[config.mk]
export PLATFORM = sky130hd
export DESIGN_NAME = ctan_div_cell
export DESIGN_NICKNAME = d
export VERILOG_FILES = /design/src/rtl/core/ctan_pkg.sv /design/src/rtl/core/ctan_div_cell.sv
export SDC_FILE = /design/constraint.sdc
export NUM_CORES = 1
export LEC_CHECK = 0
export ABC_CLOCK_PERIOD_IN_PS = 900
export BUFFER_PORTS_ARGS = -buffer_cell sky130_fd_sc_hd__buf_4
export CAP_MARGIN = 30
export CELL_PAD_IN_SITES_DETAIL_PLACEMENT = 0
export CELL_PAD_IN_SITES_GLOBAL_PLACEMENT = 1
export CORE_ASPECT_RATIO = 2
export CORE_MARGIN = 5
export CORE_UTILIZATION = 32
export DETAILED_ROUTE_END_ITERATION = 12
export PLACE_DENSITY_LB_ADDON = 0.08
export SLEW_MARGIN = 20
export SYNTH_ARGS = -nofsm -noshare
export SYNTH_HDL_FRONTEND = slang
export SYNTH_SLANG_ARGS = --single-unit
[constraint.sdc]
create_clock -name clk_i -period 0.9 [get_ports clk_i]
set_input_delay 0 -clock clk_i [delete_from_list [all_inputs] [get_ports clk_i]]
set_output_delay 0 -clock clk_i [all_outputs]
set_load 0.005 [all_outputs]
[src/rtl/core/ctan_pkg.sv]
// ctan_pkg: widths, pipeline payload types and the arctangent table
// for the CORDIC tangent datapath. No dependencies.

package ctan_pkg;

  localparam int unsigned ITERATIONS = 15;
  localparam int unsigned STEP_W     = $clog2(ITERATIONS);

  localparam int unsigned ANGLE_W    = 16;
  localparam int unsigned XY_W       = 19;  // |x|,|y| stay below 2^17
  localparam int unsigned MAG_W      = XY_W - 1;
  localparam int unsigned FRAC_W     = 16;
  localparam int unsigned DQ_W       = MAG_W + FRAC_W;
  localparam int unsigned DIV_STEPS  = DQ_W;
  localparam int unsigned TAN_W      = 32;

  localparam logic signed [XY_W-1:0] X_START   = XY_W'(65535);
  localparam logic        [TAN_W-1:0] TAN_MAX  = {1'b0, {(TAN_W-1){1'b1}}};
  localparam logic        [TAN_W-1:0] TAN_MIN  = {1'b1, {(TAN_W-1){1'b0}}};

  typedef struct packed {
    logic                       valid;
    logic signed [ANGLE_W-1:0]  target;
    logic signed [XY_W-1:0]     x;
    logic signed [XY_W-1:0]     y;
    logic signed [ANGLE_W-1:0]  sum;
  } ctan_rot_t;

  typedef struct packed {
    logic              valid;
    logic [MAG_W-1:0]  rem;
    logic [DQ_W-1:0]   dq;     // dividend shifting out, quotient shifting in
    logic [MAG_W-1:0]  den;
    logic              neg;    // quotient sign
    logic              xzero;
    logic              yneg;
  } ctan_div_t;

  typedef struct packed {
    logic [TAN_W-1:0]  tangent;
    logic              overflow;
  } ctan_res_t;

  // Arctangent of 2^-i in units of 1/256 degree.
  function automatic logic signed [ANGLE_W-1:0] ctan_atan(input logic [STEP_W-1:0] idx);
    logic signed [ANGLE_W-1:0] v;
    case (idx)
      4'd0:    v = 16'sd11520;
      4'd1:    v = 16'sd6801;
      4'd2:    v = 16'sd3593;
      4'd3:    v = 16'sd1824;
      4'd4:    v = 16'sd916;
      4'd5:    v = 16'sd458;
      4'd6:    v = 16'sd229;
      4'd7:    v = 16'sd115;
      4'd8:    v = 16'sd57;
      4'd9:    v = 16'sd29;
      4'd10:   v = 16'sd14;
      4'd11:   v = 16'sd7;
      4'd12:   v = 16'sd4;
      4'd13:   v = 16'sd2;
      4'd14:   v = 16'sd1;
      default: v = 16'sd0;
    endcase
    return v;
  endfunction

endpackage

[src/rtl/core/ctan_div_cell.sv]
// ctan_div_cell: one restoring-division step (one quotient bit), registered.
// Depends on ctan_pkg.

module ctan_div_cell
  import ctan_pkg::*;
(
  input  logic      clk_i,
  input  logic      rst_ni,
  input  logic      en_i,
  input  ctan_div_t cell_i,
  output ctan_div_t cell_o
);

  logic              valid_q;
  ctan_div_t         data_q;
  ctan_div_t         data_d;
  logic [MAG_W:0]    shifted;
  logic [MAG_W:0]    diff;
  logic              ge;

  always_comb begin
    shifted     = {cell_i.rem, cell_i.dq[DQ_W-1]};
    ge          = shifted >= {1'b0, cell_i.den};
    diff        = shifted - {1'b0, cell_i.den};
    data_d      = cell_i;
    data_d.rem  = ge ? diff[MAG_W-1:0] : shifted[MAG_W-1:0];
    data_d.dq   = {cell_i.dq[DQ_W-2:0], ge};
  end

  always_ff @(posedge clk_i or negedge rst_ni) begin
    if (!rst_ni) begin
      valid_q <= 1'b0;
    end else if (en_i) begin
      valid_q <= cell_i.valid;
    end
  end

  always_ff @(posedge clk_i) begin
    if (en_i) begin
      data_q <= data_d;
    end
  end

  always_comb begin
    cell_o       = data_q;
    cell_o.valid = valid_q;
  end

endmodule

==> reports/qor.csv, run 1 <==
stage,metric,value,unit
pwr,vdd.ir_drop.worst,0.904,mV
hold_path,min_path_type,primary input to flip-flop,
sta,final_critical_path_setup_slack,-1.02,ns
status,violations,negative setup slack,
synth,syn-mean-instance-area,14.0,µm²
route,routed_wirelength,11.1,mm
clock_network,cts_sinks,74,
synth,synthesis.yosys.warnings,0,
floorplan,die-height,160,µm
hold_path,hold_path.startpoint,cell_i[58],
sta,setup_total_negative_slack,-17.76,ns
worst_setup_path,maximum_fanout_along_the_worst_path,3,
worst_setup_path,cp.required,0.98,ns
floorplan,floorplan.core_area,10900,µm²
synth,synth_ff_type,sky130_fd_sc_hd__edfxtp_1,
synth,synth_async_sr_flop_share,1.35,%
route,remaining_drc_errors,0,
synth,synth_edf_count,73,
worst_setup_path,r2r_worst_path_depth,1,
final_layout,fin_util,61.3,%
final_layout,fillers,918,
hold_path,worst_hold_stages,2,
clock_network,cts-buffers-inserted,9,
synth,yosys.cell_types.count,51,
final_layout,antenna-diode-count,0,
synth,combinational_family_with_the_most_area_after_synthesis,compound AO/OA/AOI/OAI gates,
clock_network,tritoncts,yes,
global_route,pin_count_of_the_biggest_net_entering_global_routing,20,
final_layout,num-nets-final,650,
route,vias_after_detailed_routing,3177,
sta,tightestPinTransition,0.363,ns
sta,timing.final.setup_violations,19,
global_route,via_count_of_the_first_global_routing_pass,3456,
floorplan,starting_density_of_the_core,32.9,%
sta,timing.final.hold_violations,0,
global_route,grt_antenna_before_repair,0,
final_layout,post_route_cells_drive_above_1_share,53.7,%
synth,multiplexer_share_of_the_synthesized_area,6.78,%
final_layout,most-common-layout-cells,"sky130_fd_sc_hd__buf_4, sky130_fd_sc_hd__edfxtp_1, sky130_fd_sc_hd__dlygate4sd3_1, sky130_fd_sc_hd__inv_1, sky130_fd_sc_hd__nand2_1",
worst_setup_path,worstSetupEndpointType,flip-flop,
synth,synthesis.area,3600,µm²
sta,min_hold_slack,0.0150,ns
sta,max_freq,520,MHz
hold_path,min_to,cell_o[59],
clock_network,cts_max_path_bufs,2,
sta,final_min_period_over_clock_period,214,%
placed_design,io_buffers,150,
synth,synth-seq-area-share,61.6,%
clock_network,worst_setup_hold_path_clk_slew,0.06,ns
pwr,static-leakage-power,2.94,nW
worst_setup_path,ff2ff_setup_slack,0.15,ns
route,drt_first_pass_iters,5,
synth,synth-xor-area-share,2.43,%
floorplan,die_x,85.0,µm
sta,largest_clock_skew_in_the_final_design,0,ns
sta,final_period_minus_worst_setup_slack,1.92,ns
synth,synth-compound-area-share,9.81,%
worst_setup_path,timing.critical_path.arrival,2.01,ns
synth,yosys_register_bits,74,
clock_network,cts.htree.levels,3,
placed_design,hpwlAfterDp,8.31,mm
global_route,global_route_wire_length_before_repair,17.0,mm
worst_setup_path,r2r_end,valid_q,
floorplan,die_area,13600,µm²
status,status,finished with violations,
pwr,pwr_density_cell,1570,nW/µm²
worst_setup_path,timing.rr.start,valid_q,
route,vias_per_cell,4.55,
route,routed_wire_length_per_instance,15.9,µm
worst_setup_path,criticalPathCategory,primary input to flip-flop,
clock_network,cts-root-buf,sky130_fd_sc_hd__clkbuf_16,
final_layout,final_common_cell,sky130_fd_sc_hd__buf_4,
placed_design,gp_routability_congestion,0.820,
clock_network,worstSkewPairLatency,0.33,ns
floorplan,placement_rows,54,
synth,synth_fp_nets,353,
worst_setup_path,critical_path.startpoint_type,primary input,
global_route,globalRouteTotalUtil,16.0,%
synth,synth_simple_gate_area_share,8.10,%
flow_run,drv.max_cap_violation_count,0,
route,drt.antenna.violating_nets,0,
final_layout,area_growth_syn_to_layout,86.4,%
route,dr.first_iter.drc_count,91,
floorplan,ioPinCount,151,
sta,worst_slew_margin_rel,75.7,%
synth,post_syn_instances,257,
sta,drv_slew,0,
global_route,grt_overflow_total,0,
sta,setup_repair_after_global_routing_missed_its_margin,yes,
synth,synth_fa_ha_area_share,6.82,%
[critical path, stage by stage]
cell and delay [ns]:
sky130_fd_sc_hd__buf_8 0.11, sky130_fd_sc_hd__clkinv_8 0.04, sky130_fd_sc_hd__ha_4 0.12, sky130_fd_sc_hd__inv_2 0.03, sky130_fd_sc_hd__fa_2 0.33, sky130_fd_sc_hd__a21o_1 0.21
sky130_fd_sc_hd__a221oi_2 0.22, sky130_fd_sc_hd__buf_4 0.18, sky130_fd_sc_hd__o211ai_1 0.18, sky130_fd_sc_hd__a31oi_2 0.24, sky130_fd_sc_hd__xnor2_1 0.10, sky130_fd_sc_hd__mux2_4 0.26
[synth_stat cells, drive strengths merged, types with 2 or more instances]
library cell	number	area (µm²)
o211a	3	30.0
o21a	2	15.0
nor2	14	52.6
buf	6	68.8
edfxtp	73	2190
nand2b	2	12.5
or3	2	15.0
o21ai	7	35.0
a311oi	3	26.3
xnor2	7	61.3
a21oi	9	45.0
and3	3	20.0
xor2	3	26.3
nand2	16	60.1
nor2b	2	12.5
nand3	6	30.0
inv	23	86.3
a211oi	4	35.0
mux2	17	214
a21o	6	46.3
mux2i	3	30.0
ha	18	225
nor3	5	30.0
nand4	2	27.5
a31oi	4	25.0
[through the flow]
step                power, mW  setup slack [ns]  area [µm²]  cells
floorplan                5.39             -1.15        3740    257
global placement         6.77             -1.41        5520    608
detailed placement       6.80             -1.43        5520    608
CTS                      10.6             -1.02        6620    697
global route             11.0             -1.11        6710    699
finish                   10.5             -1.02        6710    699
[registers in the layout, summed over array words and instances (netlist names)]
name,flops
cell_o,73
valid_q,1
[what timing repair did]
action	in CTS	in global routing
pin swaps	14	3
gates cloned	1	0
endpoints found under the setup margin	19	20
endpoints found under the hold margin	68	0
buffers inserted	6	2
hold buffers	68	0
resized for setup	18	10
[power breakdown]
| group | internal [mW] | switching, mW |
|---|---|---|
| sequential | 4.19 | 0.0904 |
| clock | 1.91 | 1.46 |
| combinational | 1.73 | 1.11 |
| total | 7.84 | 2.66 |
[worst max path at each step]
stage          startpoint    endpoint  slack, ns  cells past startpoint
4_1_cts        cell_i[54]  cell_o[69]      -1.02                     12
3_5_place_dp   cell_i[54]  cell_o[69]      -1.43                     12
2_1_floorplan  cell_i[14]  cell_o[65]      -1.15                     11
3_3_place_gp   cell_i[54]  cell_o[69]      -1.41                     12
5_1_grt        cell_i[54]  cell_o[69]      -1.11                     12
6_report       cell_i[54]  cell_o[69]      -1.02                     12
[area by class of cell]
cell class / instances / area, µm² / area share [%]
clock inverter: 7 / 61.3 / 0.914
sequential: 74 / 2220 / 33.1
tap: 140 / 175 / 2.61
clock buffer: 9 / 225 / 3.36
multi-input combinational: 153 / 1460 / 21.7
timing repair buffer: 293 / 2450 / 36.6
inverter: 23 / 116 / 1.74
[cells by family after synthesis]
family / after synthesis
simple gates: 56
mux: 20
flops: 74
xor+xnor: 10
compound gates: 48
fa+ha+maj: 19
buf+inv: 30
[layer usage]
layer  global-route usage [%]  part of all wire [%]  vias to the layer above
met3                     2.94                   5.3                       22
met4                     7.56                   3.5                        0
met1                     15.2                    33                     1495
met2                     31.4                    58                      102
li1                         -                     -                     1558
met5                        0                     0                        -
Note: power is estimated with default switching activity, not from simulation.
==> run 2: changes to the inputs <==
--- a/config.mk
+++ b/config.mk
@@ -14,7 +14,7 @@
 export CORE_MARGIN = 5
 export CORE_UTILIZATION = 32
 export DETAILED_ROUTE_END_ITERATION = 12
-export PLACE_DENSITY_LB_ADDON = 0.08
+export PLACE_DENSITY = 0.72
 export SLEW_MARGIN = 20
 export SYNTH_ARGS = -nofsm -noshare
 export SYNTH_HDL_FRONTEND = slang
==> reports/qor.csv, run 2 (same netlist as run 1, synthesis figures left out) <==
stage,metric,value,unit,change
placed_design,gp_routability_congestion,0.762,,-7.1%
sta,worst_slew_margin_rel,69.2,%,-6.5 points
final_layout,final_cell_area,6640,µm²,-0.97%
final_layout,fillers,910,,-0.87%
route,drt_first_pass_iters,6,,+1
worst_setup_path,cp.required,0.98,ns,about the same
clock_network,worst_setup_hold_path_clk_slew,0.06,ns,about the same
global_route,via_count_of_the_first_global_routing_pass,3479,,+0.67%
hold_path,min_path_type,primary input to flip-flop,,
placed_design,hpwlAfterDp,8.17,mm,-1.7%
pwr,power.clock.fraction,31.7,%,-0.4 points
final_layout,final_common_cell,sky130_fd_sc_hd__buf_4,,
worst_setup_path,maximum_fanout_along_the_worst_path,3,,unchanged
sta,drv_slew,0,,unchanged
route,vias_after_detailed_routing,3132,,-1.4%
global_route,pin_count_of_the_biggest_net_entering_global_routing,30,,+50%
final_layout,area_growth_syn_to_layout,84.6,%,
pwr,pwr_density_cell,1560,nW/µm²,-0.12%
pwr,vdd.ir_drop.worst,0.946,mV,+4.7%
sta,timing.final.hold_violations,0,,unchanged
clock_network,cts-buffers-inserted,9,,unchanged
floorplan,ioPinCount,151,,unchanged
worst_setup_path,crit_chain,"buf_8, clkinv_8, ha_4, inv_2, fa_2, a21o_1, a221oi_2, buf_4, o211ai_1, a31oi_1, xnor2_1, mux2_4",,
pwr,static-leakage-power,2.89,nW,-1.6%
placed_design,worst_setup_timing_slack_at_the_placement_stage,-1.36,ns,+0.0746 ns
pwr,pwr-share-seq,41.3,%,+0.5 points
pwr,fin_total_pwr,10.4,mW,-1.1%
pwr,comb_power_share,27.0,%,about the same
global_route,grt_overflow_total,0,,unchanged
sta,final_period_minus_worst_setup_slack,1.87,ns,-0.0522 ns
floorplan,starting_density_of_the_core,32.9,%,unchanged
global_route,global_route_wire_length_before_repair,17.2,mm,+1.4%
worst_setup_path,cpLargestDelayFamily,compound AO/OA/AOI/OAI gates,,
sta,max_freq,534,MHz,+2.8%
flow_run,drv.max_cap_violation_count,0,,unchanged
floorplan,die_area,13600,µm²,unchanged
floorplan,die-height,160,µm,unchanged
final_layout,num-nets-final,645,,-0.77%
worst_setup_path,critPathSlowestCell,sky130_fd_sc_hd__fa_2,,
sta,final_min_period_over_clock_period,208,%,-5.8 points
worst_setup_path,criticalPathCategory,primary input to flip-flop,,
route,vias_per_cell,4.51,,-0.85%
worst_setup_path,crit_buf_inv,4,,unchanged
placed_design,detailed_place.area,5470,µm²,-0.82%
sta,largest_clock_skew_in_the_final_design,0,ns,unchanged
floorplan,die_x,85.0,µm,unchanged
final_layout,largest_register_ff_count,73,,unchanged
clock_network,worstSkewPairLatency,0.32,ns,about the same
pwr,power_switching_share,25.2,%,-0.13 points
global_route,globalRouteTotalUtil,16.2,%,+0.17 points
final_layout,post_route_cells_drive_above_1_share,53.6,%,-0.057 points
clock_network,cts_sinks,74,,unchanged
sta,setup_repair_after_global_routing_missed_its_margin,yes,,
route,remaining_drc_errors,0,,unchanged
pwr,internal_portion_of_total_power,7.76,mW,-0.91%
floorplan,floorplan.core_area,10900,µm²,unchanged
sta,final_critical_path_setup_slack,-0.973,ns,+0.0522 ns
final_layout,most-common-layout-cells,"sky130_fd_sc_hd__buf_4, sky130_fd_sc_hd__edfxtp_1, sky130_fd_sc_hd__dlygate4sd3_1, sky130_fd_sc_hd__inv_1, sky130_fd_sc_hd__nand2_1",,
clock_network,cts.htree.levels,3,,unchanged
route,routed_wire_length_per_instance,15.7,µm,-1.1%
clock_network,cts_max_path_bufs,2,,unchanged
route,dr.first_iter.drc_count,102,,+12%
sta,tightestPinTransition,0.459,ns,+0.0952 ns
final_layout,fin_util,60.7,%,-0.59 points
pwr,power.net_switching,2.62,mW,-1.6%
worst_setup_path,critical-path-max-stage-delay,0.35,ns,+0.02 ns
sta,timing.final.setup_violations,19,,unchanged
worst_setup_path,critical_path.startpoint_type,primary input,,
floorplan,placement_rows,54,,unchanged
status,violations,negative setup slack,,
status,status,finished with violations,,
placed_design,io_buffers,150,,unchanged
global_route,grt_antenna_before_repair,1,,+1
worst_setup_path,timing.critical_path.arrival,1.95,ns,-0.06 ns
route,drt.antenna.violating_nets,0,,unchanged
clock_network,cts-root-buf,sky130_fd_sc_hd__clkbuf_16,,
worst_setup_path,worstSetupEndpointType,flip-flop,,
route,routed_wirelength,10.9,mm,-1.7%
clock_network,tritoncts,yes,,
[run 2: changes by cell type in the layout (fill, tap and decap cells not counted), moves of 2 or more]
cell                     previous run  this run
sky130_fd_sc_hd__buf_4            216       213
sky130_fd_sc_hd__nor3_2             0         2
sky130_fd_sc_hd__ha_2               1         3
sky130_fd_sc_hd__nor3_4             2         0
[run 2: path summary, 6_finish.rpt]
kind	start	to	slack [ns]	cells past startpoint
max	cell_i[54]	cell_o[69]	-0.97	12
min reg2reg	valid_q	valid_q	0.55	1
max reg2reg	valid_q	valid_q	0.13	1
max in group asynchronous	rst_ni	valid_q	0.26	3
min in group asynchronous	rst_ni	valid_q	0.53	3
min	en_i	cell_o[55]	0.01	1
[run 2: layout make-up]
class                   count  area, µm²  area share (%)
inverters                  23        116            1.75
clock buffers               9        225            3.39
well taps                 140        175            2.64
clock inverters             7       52.6           0.791
diodes                      1       2.50          0.0377
repair buffers            288       2390            36.0
flip-flops and latches     74       2220            33.4
multi-input cells         153       1460            22.0
[run 2: power by group through the flow]
| stage | Combinational, mW | Sequential [mW] | Clock, mW |
|---|---|---|---|
| CTS | 2.73 | 4.29 | 3.37 |
| finish | 2.80 | 4.29 | 3.29 |
| global placement | 2.35 | 4.35 | 0 |
| global route | 3.03 | 4.32 | 3.54 |
| detailed placement | 2.39 | 4.36 | 0 |
| floorplan | 0.987 | 4.40 | 0 |
[run 2: through the flow]
stage	hold WS (ns)	cells	setup TNS [ns]
global route	0.00704	695	-16.85
CTS	0.00619	690	-15.54
global placement	-0.225	602	-23.39
finish	0.00995	695	-15.53
floorplan	-0.296	257	-20.11
detailed placement	-0.219	602	-24.26
[run 2: repair_timing]
item / CTS / global route
pin swaps: 11 / 8
hold buffers: 67 / 0
buffers inserted: 4 / 4
hold endpoints to repair: 66 / 0
gates cloned: 1 / 0
setup endpoints to repair: 19 / 20
resized for setup: 17 / 11
[run 2: layer usage]
layer  track usage (%)  share of wire [%]  up-vias
li1                  -                  -     1557
met1              15.6                 34     1458
met2              31.3                 58       94
met3              3.25                5.1       23
met4              7.71                3.4        0
met5                 0                  0        -
