--- src/rtl/core/ctan_pkg.sv ---
// ctan_pkg: widths, pipeline payload types and the arctangent table
// for the CORDIC tangent datapath. No dependencies.

package ctan_pkg;

  localparam int unsigned ITERATIONS = 15;
  localparam int unsigned STEP_W     = $clog2(ITERATIONS);

  localparam int unsigned ANGLE_W    = 16;
  localparam int unsigned XY_W       = 19;  // |x|,|y| stay below 2^17
  localparam int unsigned MAG_W      = XY_W - 1;
  localparam int unsigned FRAC_W     = 16;
  localparam int unsigned DQ_W       = MAG_W + FRAC_W;
  localparam int unsigned DIV_STEPS  = DQ_W;
  localparam int unsigned TAN_W      = 32;

  localparam logic signed [XY_W-1:0] X_START   = XY_W'(65535);
  localparam logic        [TAN_W-1:0] TAN_MAX  = {1'b0, {(TAN_W-1){1'b1}}};
  localparam logic        [TAN_W-1:0] TAN_MIN  = {1'b1, {(TAN_W-1){1'b0}}};

  typedef struct packed {
    logic                       valid;
    logic signed [ANGLE_W-1:0]  target;
    logic signed [XY_W-1:0]     x;
    logic signed [XY_W-1:0]     y;
    logic signed [ANGLE_W-1:0]  sum;
  } ctan_rot_t;

  typedef struct packed {
    logic              valid;
    logic [MAG_W-1:0]  rem;
    logic [DQ_W-1:0]   dq;     // dividend shifting out, quotient shifting in
    logic [MAG_W-1:0]  den;
    logic              neg;    // quotient sign
    logic              xzero;
    logic              yneg;
  } ctan_div_t;

  typedef struct packed {
    logic [TAN_W-1:0]  tangent;
    logic              overflow;
  } ctan_res_t;

  // Arctangent of 2^-i in units of 1/256 degree.
  function automatic logic signed [ANGLE_W-1:0] ctan_atan(input logic [STEP_W-1:0] idx);
    logic signed [ANGLE_W-1:0] v;
    case (idx)
      4'd0:    v = 16'sd11520;
      4'd1:    v = 16'sd6801;
      4'd2:    v = 16'sd3593;
      4'd3:    v = 16'sd1824;
      4'd4:    v = 16'sd916;
      4'd5:    v = 16'sd458;
      4'd6:    v = 16'sd229;
      4'd7:    v = 16'sd115;
      4'd8:    v = 16'sd57;
      4'd9:    v = 16'sd29;
      4'd10:   v = 16'sd14;
      4'd11:   v = 16'sd7;
      4'd12:   v = 16'sd4;
      4'd13:   v = 16'sd2;
      4'd14:   v = 16'sd1;
      default: v = 16'sd0;
    endcase
    return v;
  endfunction

endpackage

--- src/rtl/core/ctan_out_stage.sv ---
// ctan_out_stage: saturation of the quotient, output register and skid slot.
// Depends on ctan_pkg.

module ctan_out_stage
  import ctan_pkg::*;
(
  input  logic             clk_i,
  input  logic             rst_ni,
  input  ctan_div_t        div_i,
  output logic             en_o,
  output logic             m_axis_tvalid_o,
  input  logic             m_axis_tready_i,
  output logic [TAN_W-1:0] m_axis_tdata_o,   // [31:0] tangent
  output logic [0:0]       m_axis_tuser_o    // [0] overflow
);

  ctan_res_t res_d;
  ctan_res_t out_q;
  ctan_res_t skid_q;
  logic      out_valid_q;
  logic      skid_valid_q;
  logic      out_free;

  always_comb begin
    res_d.overflow = 1'b0;
    res_d.tangent  = div_i.dq[TAN_W-1:0];
    if (div_i.xzero) begin
      res_d.overflow = 1'b1;
      res_d.tangent  = div_i.yneg ? TAN_MIN : TAN_MAX;
    end else if (!div_i.neg) begin
      if (div_i.dq[DQ_W-1:TAN_W-1] != '0) begin
        res_d.overflow = 1'b1;
        res_d.tangent  = TAN_MAX;
      end
    end else begin
      if (div_i.dq > DQ_W'(TAN_MIN)) begin
        res_d.overflow = 1'b1;
        res_d.tangent  = TAN_MIN;
      end else begin
        res_d.tangent  = ~div_i.dq[TAN_W-1:0] + TAN_W'(1);
      end
    end
  end

  // Pipeline moves only while the skid slot is empty.
  assign en_o     = !skid_valid_q;
  assign out_free = !out_valid_q || m_axis_tready_i;

  always_ff @(posedge clk_i or negedge rst_ni) begin
    if (!rst_ni) begin
      out_valid_q  <= 1'b0;
      skid_valid_q <= 1'b0;
    end else if (out_free) begin
      out_valid_q  <= skid_valid_q || (div_i.valid && en_o);
      skid_valid_q <= 1'b0;
    end else if (div_i.valid && en_o) begin
      skid_valid_q <= 1'b1;
    end
  end

  always_ff @(posedge clk_i) begin
    if (out_free) begin
      out_q <= skid_valid_q ? skid_q : res_d;
    end else if (div_i.valid && en_o) begin
      skid_q <= res_d;
    end
  end

  assign m_axis_tvalid_o = out_valid_q;
  assign m_axis_tdata_o  = out_q.tangent;
  assign m_axis_tuser_o  = out_q.overflow;

  a_skid_behind_out: assert property (@(posedge clk_i) disable iff (!rst_ni)
    skid_valid_q |-> out_valid_q)
    else $error("skid slot holds a result while output register is empty");

  a_xzero_flags: assert property (@(posedge clk_i) disable iff (!rst_ni)
    (div_i.valid && div_i.xzero) |-> res_d.overflow)
    else $error("zero divisor without overflow flag");

  a_sign_kept: assert property (@(posedge clk_i) disable iff (!rst_ni)
    (div_i.valid && !res_d.overflow && div_i.neg && div_i.dq != '0)
      |-> res_d.tangent[TAN_W-1])
    else $error("negative quotient lost its sign");

  a_skid_holds: assert property (@(posedge clk_i) disable iff (!rst_ni)
    (skid_valid_q && !out_free) |=> skid_valid_q)
    else $error("skid slot dropped a result while output stalled");

endmodule

--- config.mk ---
export PLATFORM = sky130hd
export DESIGN_NAME = ctan_out_stage
export DESIGN_NICKNAME = d
export VERILOG_FILES = /design/src/rtl/core/ctan_pkg.sv /design/src/rtl/core/ctan_out_stage.sv
export SDC_FILE = /design/constraint.sdc
export NUM_CORES = 1
export LEC_CHECK = 0
export BUFFER_PORTS_ARGS = -buffer_cell sky130_fd_sc_hd__buf_2
export CELL_PAD_IN_SITES_DETAIL_PLACEMENT = 1
export CELL_PAD_IN_SITES_GLOBAL_PLACEMENT = 2
export CORE_ASPECT_RATIO = 1.4
export CORE_UTILIZATION = 32
export CTS_CLUSTER_SIZE = 25
export DETAILED_ROUTE_END_ITERATION = 6
export GPL_TIMING_DRIVEN = 0
export PLACE_DENSITY_LB_ADDON = 0.12
export SETUP_SLACK_MARGIN = 0.02
export SLEW_MARGIN = 20
export SYNTH_ARGS = -nofsm -noshare
export SYNTH_HDL_FRONTEND = slang
export SYNTH_SLANG_ARGS = --single-unit
--- constraint.sdc ---
create_clock -name clk_i -period 5.2 [get_ports clk_i]
set_input_delay 0.52 -clock clk_i [delete_from_list [all_inputs] [get_ports clk_i]]
set_output_delay 0.52 -clock clk_i [all_outputs]
set_load 0.01 [all_outputs]
==> results of run 1 <==
logic make-up after synthesis:
logic type / synth area share
simple gates: 0.1839
compound gates: 0.1986
flops: 0.5304
buf+inv: 0.03429
mux: 0.03821
xor+xnor: 0.01143
fa+ha+maj: 0.003265
power by group through the flow:
stage	sequential [mW]	clock (mW)	combinational, mW
after floorplan	0.701	0	0.112
after global placement	0.683	0	0.235
after detailed placement	0.682	0	0.246
after CTS	0.671	0.721	0.249
after global routing	0.675	0.740	0.271
final	0.670	0.705	0.246
final timing paths:
check,slack (ns),end,from,cells past startpoint
worst max-delay path,2.01,m_axis_tdata_o[31],div_i[35],8
worst min-delay path,0.40,m_axis_tvalid_o,div_i[73],3
worst max register to register,2.97,m_axis_tdata_o[23],skid_valid_q,5
worst min register to register,0.54,m_axis_tdata_o[24],skid_q[25],2
max in group asynchronous,4.61,skid_valid_q,rst_ni,2
min in group asynchronous,0.49,m_axis_tvalid_o,rst_ni,2
critical path: stages:
cell and delay [ns]:
buf_2 0.13, or4_1 0.50, buf_2 0.18, nor4_1 0.71, nand4_1 0.32, or3_1 0.41, xnor2_1 0.19, o31ai_1 0.34
timing repair:
action,in CTS,in global routing
hold buffers,1,0
hold endpoints to repair,2,0
setup endpoints to repair,0,0
per-stage QoR:
stage | util | setup WS (ns) | total power, mW | cells | instance area (um^2)
after global placement | 0.3811 | -1.376 | 0.9179 | 586 | 4387
after global routing | 0.4179 | 1.843 | 1.686 | 608 | 4811
after floorplan | - | 0.8069 | 0.8136 | 367 | 3831
final | 0.4179 | 2.007 | 1.621 | 608 | 4811
after detailed placement | 0.3876 | 1.731 | 0.9281 | 591 | 4462
after CTS | 0.4179 | 2.079 | 1.641 | 608 | 4811
layer usage:
metal | up-vias | track usage
li1 | 1631 | -
met1 | 1719 | 0.2842
met2 | 86 | 0.3937
met4 | 0 | 0.08418
met3 | 16 | 0.04051
met5 | - | 0
area by class of cell:
type                       instances  area share
sequential                        68      0.4224
clock buffer                       9     0.04681
inverter                           8    0.006242
tap                              144     0.03745
buffer                            24     0.02107
clock inverter                     7     0.02367
timing repair buffer              81     0.09285
multi-input combinational        267      0.3495
flip-flops by register name, indices dropped and copies added (netlist names):
signal           cells
m_axis_tdata_o      32
m_axis_tvalid_o      1
m_axis_tuser_o       1
skid_q              33
skid_valid_q         1
cells in the final DEF, fill, tap and decap left out, types with 4 or more instances in the layout:
cell	synthesis	layout
inv_1	7	7
clkbuf_16	0	9
nor3_1	15	15
nor4_1	8	7
or4_1	7	7
buf_2	3	78
a311oi_1	6	6
xnor2_1	4	4
clkbuf_1	20	20
mux2_2	13	13
a31oi_1	10	10
nand4_1	4	4
edfxtp_1	66	66
or2_2	5	5
nand3_1	13	13
nand2_1	36	36
or3_1	8	8
a2bb2oi_1	9	9
o21ai_0	22	22
a21oi_1	22	22
o22ai_1	7	7
nor2_1	26	26
o211ai_1	4	4
==> flow_summary.ini, run 1 <==
[logic_synthesis]
synth_common_cells = 66 x edfxtp_1, 36 x nand2_1, 26 x nor2_1
synth_top_area_share = 0.5173
ys_types = 54
synth_area_leaders = edfxtp_1 52%, mux2_2 3.8%, nand2_1 3.5%
synth_fp_nets = 445
synth_area_mm2 = 0.003831
avgSynthCellArea_um2 = 10.44
yosysMostFrequentCell = edfxtp_1
ys.flop_type = edfxtp_1
synthArstFlopShare = 0.02941
synth_edf_count = 66
yosysTopAreaCell = edfxtp_1
ys_warn_count = 0
ys_ff_latch = 68
ys_seq_area_frac = 0.5304
synth_cells = 367

[cells_and_area]
regArea_mm2 = 0.002032
fill_cells = 1344
multiInputGateArea_mm2 = 0.001682
area_delta_synth_final_pct = 25.57
fin_nets = 537
layout-drive-gt1-share = 0.2737
diodes = 0

[power_and_ir_drop]
irDropWorstVdd_mv = 0.1444
p_int_mw = 1.220
p_comb_frac = 0.152
p_per_area_mw_per_mm2 = 337.0
seq_power_share = 0.413
switching_share = 0.2478
p_sw_mw = 0.4017
p_clk_frac = 0.435
p_leak_nw = 1.741

[routing]
top_layer = met4
dr_wl_met2_um = 6854
via_per_inst = 5.678
met3_length_um = 491
routedWlPerCell_um = 21.71
drt_iter0_markers = 155
wl_met1_um = 5606
antenna_left = 0
dr_total_vias = 3452
wl_um = 13200
first_pass_iters = 4
drc = 0

[hold_path]
min_path_type = in -> reg

[timing]
timing.hold.ws_ns = 0.4014
period_minus_slack_ns = 3.193
setup_tns_ns = 0
period_share = 0.6140
rsz0062_at_grt = false
slew_viol_final = 0
max_slew_margin = 0.3102
timing.fmax_ghz = 0.3132
worstMarginPinSlew_ns = 1.025
finalHoldViolCount = 0
setup_violations = 0
fin_worst_skew_ns = 0.007703

[place]
hpwl_um = 9656
place_congestion = 0.8760
port_buffers = 75

[global_route]
grt_start_max_net_pins = 24
antenna_found_initial = 0
gr-total-overflow = 0
grt_pass1_vias = 3716
grt_usage = 0.2300
grt_pass1_wl_um = 20970

[clock_network]
cts_sinks = 68
cts_buffers = 9
cts_resized = 0
clockBufferDepth = 2
clk_latency_ns = 0.34
htree_levels = 3
cts_tree = built
path_clk_slew_ns = 0.06
postCtsSetupRepairBufs = 0
root_buffer = clkbuf_16

[die]
initial_core_util = 0.3328
rows = 46
ios = 112
fp.dieW_um = 94.48
die_h_um = 131.5
die_area_mm2 = 0.01242
core_region_area_mm2 = 0.01151

[status]
status = complete, no violations

[setup_path]
endpoint_kind = flop
required_ns = 5.31
cp-start-kind = primary input
worstPathArrival_ns = 3.30
path_max_fanout = 7
path_class = in -> reg

[job]
max-cap-violations = 0
Note: power is estimated with default switching activity, not from simulation.
==> run 2, diff against run 1 <==
- clock period: 5.2 -> 3.2 ns (I/O delays scaled with it)
==> run 2 against run 1 <==
Sequential power increased by 63%. Power increased by 47%. Hold slack got worse by 0.18 ns. Largest cell class unchanged. Critical path type unchanged.
==> flow_summary.ini, run 2 (synthesis gave the netlist of run 1 again) <==
[timing]
rsz0062_at_grt = false
timing.fmax_ghz = 0.3381
setup_tns_ns = 0
slew_viol_final = 0
max_slew_margin = 0.3656
period_minus_slack_ns = 2.958
setup_violations = 0
finalHoldViolCount = 0
fin_worst_skew_ns = 0.007910
worstMarginPinSlew_ns = 0.9437
period_share = 0.9243

[clock_network]
cts_sinks = 68
root_buffer = clkbuf_16
cts_buffers = 9
htree_levels = 3
clk_latency_ns = 0.34
path_clk_slew_ns = 0.05
clockBufferDepth = 2
cts_tree = built

[global_route]
antenna_found_initial = 0
use_met2 = 0.3937
grt_usage = 0.2280
gr-total-overflow = 0
top_usage_layer = met2
grt_start_max_net_pins = 24
gr-usage-met3 = 0.03299
grt_pass1_vias = 3615
grt_pass1_wl_um = 20880
grtUsageMet1 = 0.2828

[place]
hpwl_um = 9824
place_congestion = 0.8473
port_buffers = 75
dp.cells = 589

[die]
die_area_mm2 = 0.01242
fp.dieW_um = 94.48
die_h_um = 131.5
core_region_area_mm2 = 0.01151
ios = 112
rows = 46
initial_core_util = 0.3328

[setup_path]
worstPathArrival_ns = 3.07
endpoint_kind = flop
path_class = in -> reg
required_ns = 3.31
cp-start-kind = primary input
reg2reg_slack_ns = 0.92
path_max_fanout = 7

[routing]
drt_iter0_markers = 146
first_pass_iters = 4
wl_um = 13370
via_per_inst = 5.702
dr_total_vias = 3450
drc = 0
routedWlPerCell_um = 22.10
antenna_left = 0

[cells_and_area]
final_cell_mix = 78 x buf_2, 66 x edfxtp_1, 36 x nand2_1, 26 x nor2_1
final_common_cell = buf_2
diodes = 0
area_delta_synth_final_pct = 23.35
regMostFlops = skid_q
fin_nets = 535
largest_reg_flops = 33
final_cells = 605
layout-drive-gt1-share = 0.2711
fill_cells = 1337

[status]
status = complete, no violations

[power_and_ir_drop]
p_per_area_mw_per_mm2 = 503.0
p_leak_nw = 1.697
irDropWorstVdd_mv = 0.2211

[hold_path]
min_path_type = in -> reg

[job]
max-cap-violations = 0
## run 2: final cells by class
type / count / area [um^2] / share of cell area
clock inverter: 5 / 30.03 / 0.006354
inverter: 8 / 30.03 / 0.006354
buffer: 24 / 101.3 / 0.02145
multi-input combinational: 267 / 1688 / 0.3572
tap: 144 / 180.2 / 0.03813
timing repair buffer: 79 / 435.4 / 0.09214
clock buffer: 10 / 229.0 / 0.04845
sequential: 68 / 2032 / 0.4300
## run 2: worst max-delay path, cell delays in order
cell,delay [ns]
buf_2,0.12
or4_1,0.50
buf_2,0.18
nor4_1,0.71
nand4_1,0.32
or3_1,0.41
xnor2_1,0.18
o31ai_1,0.33
## run 2: metal layers
metal / vias to the layer above / share of wire
met5: - / 0
met1: 1734 / 0.42
met3: 16 / 0.035
li1: 1623 / -
met2: 77 / 0.53
met4: 0 / 0.014
## run 2: path summary, 6_finish.rpt
| check | startpoint | to | cells after the start |
|---|---|---|---|
| hold / removal | div_i[73] | m_axis_tvalid_o | 3 |
| min in group asynchronous | rst_ni | skid_valid_q | 2 |
| max in group asynchronous | rst_ni | m_axis_tvalid_o | 2 |
| hold reg to reg | skid_q[10] | m_axis_tdata_o[9] | 1 |
| setup / recovery | div_i[35] | m_axis_tdata_o[31] | 8 |
| setup reg to reg | skid_valid_q | m_axis_tdata_o[5] | 5 |
## run 2: metrics by stage
step / area [um^2] / power (mW) / util / setup WS, ns / hold WS, ns
finish: 4726 / 2.377 / 0.4105 / 0.2423 / 0.2226
global route: 4726 / 2.474 / 0.4105 / 0.1597 / 0.2507
CTS: 4726 / 2.409 / 0.4105 / 0.2878 / 0.2228
detailed placement: 4457 / 1.514 / 0.3872 / -0.04749 / 0.1103
global placement: 4392 / 1.492 / 0.3815 / -1.271 / 0.1054
floorplan: 3836 / 1.322 / - / 0.1587 / 0.02441
## run 2: repair_timing
action | in CTS | in global routing
hold buffers | 1 | 0
buffers inserted | 0 | 0
gates resized for setup | 0 | 0
hold endpoints to repair | 2 | 0
## run 2: report_power, final
group          switching [mW]  internal, mW  leakage [nW]
clock network           0.371         0.515         0.124
logic                   0.252         0.150         0.914
registers              0.0161          1.07         0.659
==> run 3, diff against run 2 <==
- ABC_CLOCK_PERIOD_IN_PS: unset -> 3500
- CAP_MARGIN: unset -> 30
- CORE_UTILIZATION: 32 -> 34
- clock period: 3.2 -> 3.5 ns (I/O delays scaled with it)
==> run 3 against run 2 <==
Clock power down 1%. Power down 5.8%. Wire length down 1.3%. Hold slack better by 0.029 ns. Combinational power down 8.0%. Die area down 5.8%. Sequential share of layout area down 0.29 points. Global-route usage up 0.92 points. Largest cell class unchanged.
==> flow_summary.ini, run 3 (synthesis gave the netlist of run 1 again) <==
[setup_path]
path_delay_family = buffers and inverters
slowest_delay_ns = 0.56
r2r_end = m_axis_tdata_o[5]
regToRegStartpoint = skid_valid_q
r2r_cells = 5
path_class = reg -> out
cp_cell_sequence = clkbuf_1, inv_1, clkbuf_1, clkbuf_1, buf_2
crit_slowest_cell = clkbuf_1
endpoint_kind = output port
crit_path_frequent_cell = clkbuf_1
required_ns = 3.15
worstPathArrival_ns = 2.54
critPathBufInv = 5
reg2reg_slack_ns = 1.04
cp-start-kind = flop
path_max_fanout = 10

[cells_and_area]
diodes = 0
area_delta_synth_final_pct = 24.20
layout-drive-gt1-share = 0.2688
final_common_cell = buf_2
final_cells = 606
fin_nets = 538
finish.instance_area_mm2 = 0.004758
final_cell_mix = 79 x buf_2, 66 x edfxtp_1, 36 x nand2_1, 26 x nor2_1
largest_reg_flops = 33
utilization = 0.4356
regMostFlops = skid_q

[global_route]
grt_start_max_net_pins = 24
grt_pass1_vias = 3562
antenna_found_initial = 0
grt_pass1_wl_um = 20530
grt_usage = 0.2372
gr-total-overflow = 0

[timing]
period_minus_slack_ns = 2.890
layout_setup_ws_ns = 0.6095
fin_worst_skew_ns = 0.006031
setup_tns_ns = 0
finalHoldViolCount = 0
setup_violations = 0
rsz0062_at_grt = false
timing.fmax_ghz = 0.3460
period_share = 0.8258
slew_viol_final = 0
worstMarginPinSlew_ns = 0.9440
max_slew_margin = 0.3654

[place]
port_buffers = 75
hpwl_um = 9766
placed_cell_area_mm2 = 0.004459
preCtsSetupSlack_ns = 0.2033
dp.cells = 588
place_congestion = 0.8518

[hold_path]
worstHoldPathCells = 3
min_path_type = in -> reg
min_from = div_i[73]
hold_path_end = m_axis_tvalid_o

[clock_network]
cts_buffers = 9
cts_resized = 0
cts_tree = built
root_buffer = clkbuf_16
htree_levels = 3
path_clk_slew_ns = 0.05
clockBufferDepth = 2
clk_latency_ns = 0.34
cts_sinks = 68

[routing]
antenna_left = 0
drc = 0
drt_iter0_markers = 204
via_per_inst = 5.731
wl_um = 13200
dr_total_vias = 3473
first_pass_iters = 4
routedWlPerCell_um = 21.79

[die]
fp.dieW_um = 91.72
ios = 112
die_area_mm2 = 0.01170
initial_core_util = 0.3507
rows = 45
die_h_um = 127.6
core_region_area_mm2 = 0.01092

[status]
status = complete, no violations

[power_and_ir_drop]
p_leak_nw = 1.722
irDropWorstVdd_mv = 0.2438
p_per_area_mw_per_mm2 = 470.6

[job]
max-cap-violations = 0
[run 3: cell count changes in the layout (fill, tap and decap cells not counted)]
cell,change
clkinv_1,+2
buf_1,+1
buf_2,+1
buf_6,-1
buf_8,+1
bufinv_16,+1
clkbuf_2,+1
clkinv_2,-1
clkinvlp_4,-1
nor4_1,+1
nor4_2,-1
[run 3: worst max path at each step]
stage,depth (start not counted),end,startpoint,slack [ns]
after floorplan,2,skid_q[0],m_axis_tready_i,0.43
after global placement,3,skid_q[23],m_axis_tready_i,-1.08
after detailed placement,8,m_axis_tdata_o[31],div_i[35],0.20
after CTS,5,en_o,skid_valid_q,0.53
after global routing,5,en_o,skid_valid_q,0.43
final,5,en_o,skid_valid_q,0.61
[run 3: tightest hold or removal path, stage by stage]
cell and delay (ns):
buf_2 0.10, nor2_1 0.05, nand2_1 0.05
[run 3: through the flow]
step	total power, mW	hold slack (ns)
floorplan	1.209	0.05441
global placement	1.366	0.1346
detailed placement	1.385	0.1404
CTS	2.269	0.2561
global route	2.332	0.2676
finish	2.239	0.2515
[run 3: what timing repair did]
item,in CTS,in global routing
endpoints found under the hold margin,2,0
buffers inserted,0,0
hold buffers,1,0
endpoints found under the setup margin,0,0
[run 3: layer usage]
layer | wire (um) | part of all wire | GRT usage
met3 | 490 | 0.037 | 0.03452
met2 | 6746 | 0.51 | 0.4206
met1 | 5617 | 0.43 | 0.2876
met4 | 347 | 0.026 | 0.09651
met5 | 0 | 0 | 0
[run 3: power breakdown]
part           switching, mW  leakage, nW  total (mW)  internal, mW
combinational          0.232        0.926       0.370         0.138
clock                  0.330        0.137       0.873         0.543
sequential            0.0150        0.659       0.997         0.982
total                  0.577         1.72        2.24          1.66
[run 3: final cells by class]
type	instances	area [um^2]
Buffer	24	101.3
Fill cell	1252	6165
Multi-Input combinational cell	267	1682
Timing Repair Buffer	82	452.9
Tap cell	141	176.4
Sequential cell	68	2032
Clock inverter	6	55.05
Clock buffer	10	229.0
Inverter	8	30.03
