[config.mk]
export PLATFORM = sky130hd
export DESIGN_NAME = ctan_rot_cell
export DESIGN_NICKNAME = d
export VERILOG_FILES = /design/src/rtl/core/ctan_pkg.sv /design/src/rtl/core/ctan_rot_cell.sv
export SDC_FILE = /design/constraint.sdc
export NUM_CORES = 1
export LEC_CHECK = 0
export BUFFER_PORTS_ARGS = -buffer_cell sky130_fd_sc_hd__buf_4
export CORE_MARGIN = 2
export CORE_UTILIZATION = 25
export CTS_CLUSTER_SIZE = 12
export DETAILED_ROUTE_END_ITERATION = 16
export PLACE_DENSITY = 0.46
export RECOVER_POWER = 100
export SETUP_SLACK_MARGIN = 0.1
export SYNTH_ARGS = -nofsm -noshare
export SYNTH_HDL_FRONTEND = slang
export SYNTH_SLANG_ARGS = --single-unit
[constraint.sdc]
create_clock -name clk_i -period 1.6 [get_ports clk_i]
set_clock_uncertainty 0.05 [all_clocks]
set_input_delay 0.32 -clock clk_i [delete_from_list [all_inputs] [get_ports clk_i]]
set_output_delay 0.32 -clock clk_i [all_outputs]
set_load 0.05 [all_outputs]
[src/rtl/core/ctan_pkg.sv]
// ctan_pkg: widths, pipeline payload types and the arctangent table
// for the CORDIC tangent datapath. No dependencies.

package ctan_pkg;

  localparam int unsigned ITERATIONS = 15;
  localparam int unsigned STEP_W     = $clog2(ITERATIONS);

  localparam int unsigned ANGLE_W    = 16;
  localparam int unsigned XY_W       = 19;  // |x|,|y| stay below 2^17
  localparam int unsigned MAG_W      = XY_W - 1;
  localparam int unsigned FRAC_W     = 16;
  localparam int unsigned DQ_W       = MAG_W + FRAC_W;
  localparam int unsigned DIV_STEPS  = DQ_W;
  localparam int unsigned TAN_W      = 32;

  localparam logic signed [XY_W-1:0] X_START   = XY_W'(65535);
  localparam logic        [TAN_W-1:0] TAN_MAX  = {1'b0, {(TAN_W-1){1'b1}}};
  localparam logic        [TAN_W-1:0] TAN_MIN  = {1'b1, {(TAN_W-1){1'b0}}};

  typedef struct packed {
    logic                       valid;
    logic signed [ANGLE_W-1:0]  target;
    logic signed [XY_W-1:0]     x;
    logic signed [XY_W-1:0]     y;
    logic signed [ANGLE_W-1:0]  sum;
  } ctan_rot_t;

  typedef struct packed {
    logic              valid;
    logic [MAG_W-1:0]  rem;
    logic [DQ_W-1:0]   dq;     // dividend shifting out, quotient shifting in
    logic [MAG_W-1:0]  den;
    logic              neg;    // quotient sign
    logic              xzero;
    logic              yneg;
  } ctan_div_t;

  typedef struct packed {
    logic [TAN_W-1:0]  tangent;
    logic              overflow;
  } ctan_res_t;

  // Arctangent of 2^-i in units of 1/256 degree.
  function automatic logic signed [ANGLE_W-1:0] ctan_atan(input logic [STEP_W-1:0] idx);
    logic signed [ANGLE_W-1:0] v;
    case (idx)
      4'd0:    v = 16'sd11520;
      4'd1:    v = 16'sd6801;
      4'd2:    v = 16'sd3593;
      4'd3:    v = 16'sd1824;
      4'd4:    v = 16'sd916;
      4'd5:    v = 16'sd458;
      4'd6:    v = 16'sd229;
      4'd7:    v = 16'sd115;
      4'd8:    v = 16'sd57;
      4'd9:    v = 16'sd29;
      4'd10:   v = 16'sd14;
      4'd11:   v = 16'sd7;
      4'd12:   v = 16'sd4;
      4'd13:   v = 16'sd2;
      4'd14:   v = 16'sd1;
      default: v = 16'sd0;
    endcase
    return v;
  endfunction

endpackage

[src/rtl/core/ctan_rot_cell.sv]
// ctan_rot_cell: one rotation-mode CORDIC step, registered.
// Depends on ctan_pkg.

module ctan_rot_cell
  import ctan_pkg::*;
(
  input  logic              clk_i,
  input  logic              rst_ni,
  input  logic              en_i,
  input  logic [STEP_W-1:0] step_i,
  input  ctan_rot_t         cell_i,
  output ctan_rot_t         cell_o
);

  logic                      valid_q;
  ctan_rot_t                 data_q;
  ctan_rot_t                 data_d;
  logic signed [XY_W-1:0]    xs;
  logic signed [XY_W-1:0]    ys;
  logic signed [ANGLE_W-1:0] atan;
  logic                      cw;

  always_comb begin
    xs     = cell_i.x >>> step_i;
    ys     = cell_i.y >>> step_i;
    atan   = ctan_atan(step_i);
    cw     = cell_i.target < cell_i.sum;
    data_d = cell_i;
    if (cw) begin
      data_d.x   = cell_i.x + ys;
      data_d.y   = cell_i.y - xs;
      data_d.sum = cell_i.sum - atan;
    end else begin
      data_d.x   = cell_i.x - ys;
      data_d.y   = cell_i.y + xs;
      data_d.sum = cell_i.sum + atan;
    end
  end

  always_ff @(posedge clk_i or negedge rst_ni) begin
    if (!rst_ni) begin
      valid_q <= 1'b0;
    end else if (en_i) begin
      valid_q <= cell_i.valid;
    end
  end

  always_ff @(posedge clk_i) begin
    if (en_i) begin
      data_q <= data_d;
    end
  end

  always_comb begin
    cell_o       = data_q;
    cell_o.valid = valid_q;
  end

endmodule

==> results.py, run 1 <==
metrics = {
    "status": {
        "run_status": "finished with violations",
        "violations": "setup timing",
    },
    "synth": {
        "synth_area_leaders": "edfxtp_1 (26%), ha_1 (11%), mux4_2 (7.0%), xnor2_1 (6.5%), mux2i_1 (4.2%)",
        "synth_edf_count": 70,
        "synth_cell_types": 81,
        "synthFlopType": "edfxtp_1",
        "synth_nets": 981,
        "synth.top_cell.area_share_pct": 26.1,
        "yosys_warnings": 0,
        "synthCells": 827,
        "synth_area_leader_cell": "edfxtp_1",
        "synth.top_cells.by_count": "ha_1 (73), edfxtp_1 (70), nor2_1 (68)",
        "seq_area_frac_synth_pct": 26.4,
        "synth.ff_latch_count": 71,
        "yosysMostFrequentCell": "ha_1",
        "async_reset_ff_share_pct": 1.41,
        "syn_area_sq_um": 8050,
        "syn_avg_cell_area_sq_um": 9.74,
    },
    "cells_and_area": {
        "drive_gt1_share_pct": 58.8,
        "antenna_cells": 0,
        "fillers": 3066,
        "syn_to_final_growth_pct": 75.4,
        "fin_nets": 1491,
    },
    "timing": {
        "rsz0062_at_grt": "yes",
        "maxSlewHeadroom_pct": 53.5,
        "finalCritPeriodShare_pct": 259,
        "fin_ws_ns": -2.54,
        "finalMaxSlewViolations": 0,
        "max_slew.worst_pin.slew_ns": 0.697,
        "fmaxAchievable_ghz": 0.241,
        "holdWs_ns": 0.119,
        "report.final.setup_viol": 54,
        "layout_min_cycle_time_ns": 4.14,
        "hold_viol_final": 0,
    },
    "setup_path": {
        "cp.required_ns": 1.66,
        "critical_path.slowest_cell": "mux4_2",
        "path_cells": "buf_16, mux4_2, a222oi_1, nand3_1, o31ai_4, nand2_2, nor2_2, and2_4, nor2_2, xor2_1, ha_1, and3_4, a221oi_4, o21ai_1, a31oi_1, nor2b_1, o21a_1, o41a_1, xnor2_1",
        "criticalPathCategory": "input pin to register",
        "crit_top_cell": "nor2_2",
        "critical-path-top-delay-family": "compound AO/OA/AOI/OAI gates",
        "cp_max_fo": 5,
        "cp-start-kind": "input pin",
        "crit_path_max_incr_delay_ns": 0.51,
        "cp_num_buf_inv": 1,
        "worstPathArrival_ns": 4.20,
        "worstSetupEndpointType": "register",
    },
    "route": {
        "vias": 8345,
        "viasPerCell": 4.79,
        "drc": 0,
        "routed_wl_microns": 29800,
        "drtIter0Drc": 329,
        "wire_per_inst_microns": 17.1,
        "antenna_left": 0,
        "firstDrtPassIters": 5,
    },
    "grt": {
        "use_met1_pct": 23.8,
        "grt.busiest_layer": "met2",
        "grt_util_all_layers_pct": 17.5,
        "antenna_found_initial": 0,
        "first_global_vias": 8367,
        "met3_usage_pct": 2.67,
        "globalRouteMet2Util_pct": 29.1,
        "overflow": 0,
        "grt_pass1_wl_microns": 45600,
        "grt_max_degree": 34,
    },
    "hold_path": {
        "hold_class": "input pin to register",
    },
    "power": {
        "ir_drop_mv": 0.652,
        "total_power_w": 0.0156,
        "power_density_nw_per_um2": 1100,
        "combPwrFrac_pct": 66.7,
        "p_leak_nw": 6.20,
        "p_int_w": 0.00895,
        "power_switching_w": 0.00662,
        "switching_share_pct": 42.5,
        "power_frac_seq_pct": 19.1,
        "clkPwrFrac_pct": 14.3,
    },
    "placed_design": {
        "dp_hpwl_microns": 23100,
        "place.gp.congestion": 0.854,
        "numPortBuffers": 148,
    },
    "clock_tree": {
        "clk_pin_slew_ns": 0.07,
        "cts.sinks": 71,
        "root_buffer": "clkbuf_16",
        "clk_latency_ns": 0.35,
        "cts_max_level": 3,
        "cts_buffer_depth": 2,
        "cts_tree": "built",
        "cts_buffers": 9,
    },
    "floorplanning": {
        "die_y_microns": 183,
        "die_area_sq_um": 33700,
        "initial_core_util_pct": 25.5,
        "core.rowCount": 65,
        "ios": 149,
        "die_w_microns": 183,
        "core_area_sq_um": 31600,
    },
    "job": {
        "cap_violations": 0,
    },
}
-- cell families (layout without fill, tap and decap cells) --
| family | Yosys count | in the layout | share of synthesized area, % |
|---|---|---|---|
| xor gates and xnor gates | 89 | 89 | 9.68 |
| muxes | 90 | 90 | 17.3 |
| DFF | 71 | 71 | 26.4 |
| buffers and inverters | 77 | 591 | 4.41 |
| adders and majority gates | 76 | 76 | 12.1 |
| and+or+nand+nor | 214 | 214 | 13.2 |
| AOI/OAI and AO/OA | 210 | 210 | 17.0 |
-- what timing repair did --
item                                   CTS  global route
setup buffers                           44            31
gates cloned                             2             0
hold buffers                             1             0
resized for setup                      122           145
endpoints found under the hold margin    1             0
pin swaps                               96           113
setup endpoints to repair               54            54
-- per-layer routing --
metal	part of all wire [%]	vias to the layer above
li1	-	4134
met1	46	4003
met2	48	187
met3	4.4	21
met4	1.5	0
met5	0	-
-- final cells by class --
type / count / area, sq um / share of cell area [%]
clock inverters: 6 / 85.1 / 0.602
flip-flops and latches: 71 / 2130 / 15.1
well taps: 402 / 503 / 3.56
multi-input cells: 679 / 6860 / 48.6
inverters: 39 / 173 / 1.22
repair buffers: 537 / 4150 / 29.4
clock buffers: 9 / 225 / 1.59
-- sequential cells by signal, indices dropped and copies added, names as in the netlist --
name,cells
valid_q,1
cell_o,70
-- per-stage QoR --
| step | setup WS (ns) | util [%] | cells | area [sq um] | setup TNS [ns] |
|---|---|---|---|---|---|
| after floorplan | -2.75 | - | 827 | 8560 | -97.54 |
| after CTS | -2.43 | 42.9 | 1727 | 13600 | -97.14 |
| after global routing | -2.78 | 44.6 | 1743 | 14100 | -105.92 |
| after global placement | -3.02 | 39.1 | 1673 | 12400 | -123.68 |
| final | -2.54 | 44.6 | 1743 | 14100 | -97.13 |
| after detailed placement | -3.10 | 39.1 | 1673 | 12400 | -125.18 |
-- power by group through the flow --
stage / registers [W] / logic, W / clock network, W
3_3_place_gp: 0.00303 / 0.00911 / 0
3_5_place_dp: 0.00302 / 0.00913 / 0
5_1_grt: 0.00302 / 0.0112 / 0.00237
2_1_floorplan: 0.00489 / 0.00385 / 0
4_1_cts: 0.00299 / 0.00995 / 0.00229
6_report: 0.00297 / 0.0104 / 0.00222
-- path summary, 6_finish.rpt --
path / slack (ns) / endpoint / start / cells after the start
worst min register to register: 0.46 / valid_q / valid_q / 1
worst max-delay path: -2.54 / cell_o[34] / step_i[0] / 19
worst min-delay path: 0.12 / cell_o[67] / cell_i[67] / 1
max in group asynchronous: 1.18 / valid_q / rst_ni / 2
min in group asynchronous: 0.24 / valid_q / rst_ni / 2
worst max register to register: 0.81 / valid_q / valid_q / 1
-- cells in the final DEF, fill, tap and decap left out, types with 26 or more instances in the layout --
cell type	count
buf_4	379
clkbuf_2	74
edfxtp_1	70
buf_6	51
nor2_1	49
ha_1	48
nand2_1	46
xnor2_1	46
a21oi_2	27
mux4_2	26
Note: power is estimated with default switching activity, not from simulation.
==> run 2: changes to the inputs <==
--- a/config.mk
+++ b/config.mk
@@ -6,10 +6,11 @@
 export NUM_CORES = 1
 export LEC_CHECK = 0
 export BUFFER_PORTS_ARGS = -buffer_cell sky130_fd_sc_hd__buf_4
-export CORE_MARGIN = 2
+export CORE_MARGIN = 10
 export CORE_UTILIZATION = 25
 export CTS_CLUSTER_SIZE = 12
 export DETAILED_ROUTE_END_ITERATION = 16
+export GPL_ROUTABILITY_DRIVEN = 0
 export PLACE_DENSITY = 0.46
 export RECOVER_POWER = 100
 export SETUP_SLACK_MARGIN = 0.1
==> run 2 against run 1 <==
- wire length increased by 3.5%
- power about the same
- worst setup slack improved by 0.064 ns
- global-route usage decreased by 2.3 points
- sequential share of layout area increased by 0.11 points
- highest routed layer unchanged
- critical path depth increased by 2
- the flow still finishes with violations (setup timing)
==> results.py, run 2 (same netlist as run 1, synthesis figures left out) <==
metrics = {
    "status": {
        "run_status": "finished with violations",
        "violations": "setup timing",
    },
    "route": {
        "firstDrtPassIters": 5,
        "drc": 0,
        "drtIter0Drc": 323,
        "routed_wl_microns": 30800,
        "wire_per_inst_microns": 17.6,
        "vias": 8264,
        "antenna_left": 0,
        "viasPerCell": 4.74,
    },
    "power": {
        "p_leak_nw": 6.17,
        "ir_drop_mv": 0.646,
        "power_density_nw_per_um2": 1110,
    },
    "floorplanning": {
        "die_y_microns": 199,
        "die_area_sq_um": 39800,
        "core_area_sq_um": 31600,
        "core.rowCount": 65,
        "ios": 149,
        "die_w_microns": 199,
        "initial_core_util_pct": 25.5,
    },
    "setup_path": {
        "worstPathArrival_ns": 4.14,
        "cp-start-kind": "input pin",
        "worstSetupEndpointType": "register",
        "path_cells": "buf_12, buf_12, buf_6, mux2_4, mux4_2, nor2_2, a31oi_2, inv_1, ha_4, nand2_2, o21ai_2, ha_1, a211o_1, a21oi_2, o21ai_2, o41a_1, a41oi_2, a21oi_2, a21o_1, a21oi_2, xnor2_1",
        "cp_num_buf_inv": 4,
        "cp_max_fo": 9,
        "crit_path_max_incr_delay_ns": 0.51,
        "critical-path-top-delay-family": "compound AO/OA/AOI/OAI gates",
        "crit_top_cell": "a21oi_2",
        "critical_path.slowest_cell": "mux4_2",
        "cp.required_ns": 1.67,
        "criticalPathCategory": "input pin to register",
        "r2r_slack_ns": 0.81,
    },
    "clock_tree": {
        "cts_max_level": 3,
        "cts_tree": "built",
        "cts_buffers": 9,
        "clk_latency_ns": 0.35,
        "root_buffer": "clkbuf_16",
        "clk_pin_slew_ns": 0.06,
        "cts.sinks": 71,
        "cts_buffer_depth": 2,
    },
    "cells_and_area": {
        "final_common_cell": "buf_4",
        "syn_to_final_growth_pct": 74.1,
        "mostFrequentLayoutCells": "buf_4 (385), clkbuf_2 (71), edfxtp_1 (70)",
        "post-route-cell-area_sq_um": 14000,
        "largest_reg_flops": 70,
        "drive_gt1_share_pct": 58.0,
        "fillers": 3072,
        "fin_nets": 1491,
        "final_core_util_pct": 44.3,
    },
    "grt": {
        "grt_util_all_layers_pct": 15.2,
        "overflow": 0,
        "grt_max_degree": 34,
        "first_global_vias": 8595,
        "grt_pass1_wl_microns": 47000,
        "antenna_found_initial": 0,
    },
    "timing": {
        "layout_min_cycle_time_ns": 4.08,
        "report.final.setup_viol": 54,
        "hold_viol_final": 0,
        "rsz0062_at_grt": "yes",
        "finalCritPeriodShare_pct": 255,
        "fin_ws_ns": -2.48,
        "finalMaxSlewViolations": 0,
        "fmaxAchievable_ghz": 0.245,
        "maxSlewHeadroom_pct": 40.0,
        "max_slew.worst_pin.slew_ns": 0.900,
    },
    "hold_path": {
        "hold_class": "input pin to register",
    },
    "placed_design": {
        "numPortBuffers": 148,
        "dp_hpwl_microns": 24600,
        "dp_slack_ns": -3.08,
        "dpl-instance-area_sq_um": 12400,
    },
    "job": {
        "cap_violations": 0,
    },
}
[run 2: final timing paths]
path                            start         end  cells after the start
max                         step_i[0]  cell_o[52]                     21
min                        cell_i[67]  cell_o[67]                      1
max reg2reg                   valid_q     valid_q                      1
min reg2reg                   valid_q     valid_q                      1
max in group asynchronous      rst_ni     valid_q                      2
min in group asynchronous      rst_ni     valid_q                      2
[run 2: timing repair]
item,CTS,global route
gates resized for setup,152,74
hold endpoints to repair,1,0
pin swaps,63,30
endpoints found under the setup margin,54,54
hold buffers,1,0
buffers inserted,47,19
cloned,1,0
[run 2: final cells by class]
type / count / area (sq um) / area share [%]
timing repair buffer: 537 / 4150 / 29.6
inverter: 39 / 164 / 1.17
tap: 402 / 503 / 3.59
sequential: 71 / 2130 / 15.2
multi-input combinational: 679 / 6760 / 48.2
clock buffer: 11 / 233 / 1.66
antenna: 1 / 2.50 / 0.0178
clock inverter: 5 / 81.3 / 0.580
[run 2: per-stage QoR]
| step | setup TNS [ns] | hold WS [ns] | std cells | total power (W) |
|---|---|---|---|---|
| CTS | -92.78 | 0.0824 | 1730 | 0.0155 |
| finish | -97.74 | 0.121 | 1745 | 0.0156 |
| global placement | -121.49 | 0.0457 | 1671 | 0.0122 |
| floorplan | -97.54 | -0.0256 | 827 | 0.00874 |
| detailed placement | -122.91 | 0.0463 | 1671 | 0.0122 |
| global route | -104.99 | 0.114 | 1744 | 0.0166 |
[run 2: where the power goes]
part / internal [W] / leakage, nW / total [W] / switching (W)
clock network: 0.00137 / 0.150 / 0.00225 / 0.000881
registers: 0.00283 / 0.697 / 0.00296 / 0.000134
logic: 0.00474 / 5.33 / 0.0104 / 0.00564
total: 0.00894 / 6.17 / 0.0156 / 0.00665
[run 2: layer usage]
| metal | track usage (%) | share of wire [%] | wire length (microns) |
|---|---|---|---|
| met5 | 0 | 0 | 0 |
| met4 | 3.98 | 1.6 | 481 |
| met3 | 2.79 | 5.4 | 1650 |
| met2 | 25.6 | 48 | 14900 |
| met1 | 19.6 | 45 | 13800 |
==> run 3: changes to the inputs <==
==> constraint.sdc (replaced) <==
create_clock -name clk_i -period 3.98 [get_ports clk_i]
set_clock_uncertainty 0.05 [all_clocks]
set_input_delay 0.796 -clock clk_i [delete_from_list [all_inputs] [get_ports clk_i]]
set_output_delay 0.796 -clock clk_i [all_outputs]
set_load 0.05 [all_outputs]
==> run 3 against run 2 <==
- the run ends with capacitance limit, slew limit, setup timing left
- worst setup slack better by 1.8 ns
- largest cell class unchanged
- first-iteration DRC count up 23%
- design area down 5.2%
- wire length down 2.3%
- power down 62%
- via count down 1.3%
- critical endpoint is now cell_o[53]
- hold slack better by 0.040 ns
- register-to-register slack better by 2.4 ns
==> results.py, run 3 (same netlist as run 1, synthesis figures left out) <==
metrics = {
    "clock_tree": {
        "clk_latency_ns": 0.36,
        "cts_hold_buf": 0,
        "cts_tree": "built",
        "root_buffer": "clkbuf_16",
        "cts_buffer_depth": 2,
        "cts.sinks": 71,
        "cts_buffers": 9,
        "cts_max_level": 3,
        "clk_pin_slew_ns": 0.06,
    },
    "setup_path": {
        "cp.required_ns": 4.05,
        "criticalPathCategory": "input pin to register",
        "cp_max_fo": 5,
        "worstSetupEndpointType": "register",
        "worstPathArrival_ns": 4.70,
        "cp-start-kind": "input pin",
    },
    "grt": {
        "overflow": 0,
        "antenna_found_initial": 1,
        "grt_util_all_layers_pct": 15.1,
        "first_global_vias": 8522,
        "grt_max_degree": 72,
        "grt_pass1_wl_microns": 46800,
    },
    "timing": {
        "finalMaxSlewViolations": 72,
        "layout_min_cycle_time_ns": 4.63,
        "hold_viol_final": 0,
        "rsz0062_at_grt": "yes",
        "totalNegativeSetupSlack_ns": -10.53,
        "report.final.setup_viol": 29,
        "finalCritPeriodShare_pct": 116,
        "fmaxAchievable_ghz": 0.216,
        "holdWs_ns": 0.161,
        "maxSlewHeadroom_pct": -28.6,
        "max_slew.worst_pin.slew_ns": 1.93,
        "fin_ws_ns": -0.651,
    },
    "floorplanning": {
        "initial_core_util_pct": 25.5,
        "ios": 149,
        "die_y_microns": 199,
        "die_w_microns": 199,
        "die_area_sq_um": 39800,
        "core.rowCount": 65,
        "core_area_sq_um": 31600,
    },
    "route": {
        "wire_per_inst_microns": 17.6,
        "routed_wl_microns": 30100,
        "viasPerCell": 4.78,
        "antenna_left": 0,
        "firstDrtPassIters": 6,
        "vias": 8160,
        "drtIter0Drc": 398,
        "drc": 0,
    },
    "power": {
        "power_density_nw_per_um2": 445,
        "p_leak_nw": 5.74,
        "ir_drop_mv": 0.292,
    },
    "cells_and_area": {
        "stdcell_count": 1707,
        "mostFrequentLayoutCells": "buf_4 (375), clkbuf_1 (86), edfxtp_1 (70)",
        "fin_nets": 1455,
        "largest_reg_flops": 70,
        "post-route-cell-area_sq_um": 13300,
        "drive_gt1_share_pct": 49.0,
        "final_common_cell": "buf_4",
        "antenna_cells": 0,
        "syn_to_final_growth_pct": 65.0,
    },
    "placed_design": {
        "placed_cells": 1646,
        "dpl-instance-area_sq_um": 12200,
        "dp_slack_ns": -1.18,
        "dp_hpwl_microns": 23800,
        "numPortBuffers": 148,
    },
    "hold_path": {
        "hold_class": "input pin to async pin",
    },
    "status": {
        "run_status": "finished with violations",
        "violations": "capacitance limit, slew limit, setup timing",
    },
    "job": {
        "cap_violations": 1,
    },
}
run 3: changes by cell type in the layout (fill, tap and decap cells not counted), moves of 7 or more:
cell,delta
clkbuf_2,-70
clkbuf_1,+68
buf_6,-17
buf_4,-10
ha_1,+9
ha_4,-9
a21oi_1,+7
a21oi_2,-7
run 3: final cells by class:
type / instances / area (sq um)
clock inverters: 4 / 47.5
repair buffers: 501 / 3720
flip-flops and latches: 71 / 2130
clock buffers: 11 / 233
multi-input cells: 679 / 6500
well taps: 402 / 503
inverters: 39 / 155
fillers: 3131 / 18400
run 3: final timing paths:
| kind | end | depth (start not counted) | slack, ns | startpoint |
|---|---|---|---|---|
| worst max-delay path | cell_o[53] | 20 | -0.65 | step_i[0] |
| worst min-delay path | valid_q | 1 | 0.16 | rst_ni |
| worst max register to register | valid_q | 1 | 3.18 | valid_q |
| worst min register to register | valid_q | 1 | 0.46 | valid_q |
| max in group asynchronous | valid_q | 1 | 3.64 | rst_ni |
| min in group clk_i | valid_q | 1 | 0.46 | valid_q |
run 3: stage by stage:
stage	power (W)	utilization [%]
finish	0.00592	42.0
global route	0.00633	42.0
CTS	0.00603	41.9
detailed placement	0.00487	38.5
global placement	0.00485	38.5
floorplan	0.00350	-
run 3: power by group:
part           internal, W  leakage, nW  total [W]  switching, W
sequential         0.00114        0.697    0.00120     0.0000563
combinational      0.00173         4.91    0.00391       0.00218
clock             0.000479        0.137   0.000812      0.000333
run 3: metal layers:
| layer | up-vias | share of wire, % | wire length (microns) | GRT usage (%) |
|---|---|---|---|---|
| met2 | 200 | 46 | 13900 | 24.3 |
| met5 | - | 0.066 | 20 | 0 |
| met4 | 2 | 1.2 | 350 | 3.48 |
| met1 | 3883 | 47 | 14000 | 19.7 |
| li1 | 4053 | - | - | - |
| met3 | 22 | 5.9 | 1780 | 3.99 |
run 3: repair_timing:
item,in CTS,in global routing
gates resized for setup,100,73
gates cloned,3,0
setup endpoints to repair,35,37
pin swaps,50,53
setup buffers,39,19
run 3: worst max-delay path, cell delays in order:
cell and delay (ns):
buf_16 0.12, buf_16 0.14, buf_6 0.11, mux2_4 0.30, mux4_2 0.50, mux2i_2 0.20
and3b_2 0.22, and3_4 0.20, nor2_4 0.04, xor2_2 0.18, ha_4 0.25, a2111oi_4 0.36
o21ai_2 0.12, a21o_1 0.19, a21o_1 0.22, a31oi_4 0.22, o21bai_1 0.12, a21oi_2 0.19
o21ai_2 0.09, xnor2_1 0.12
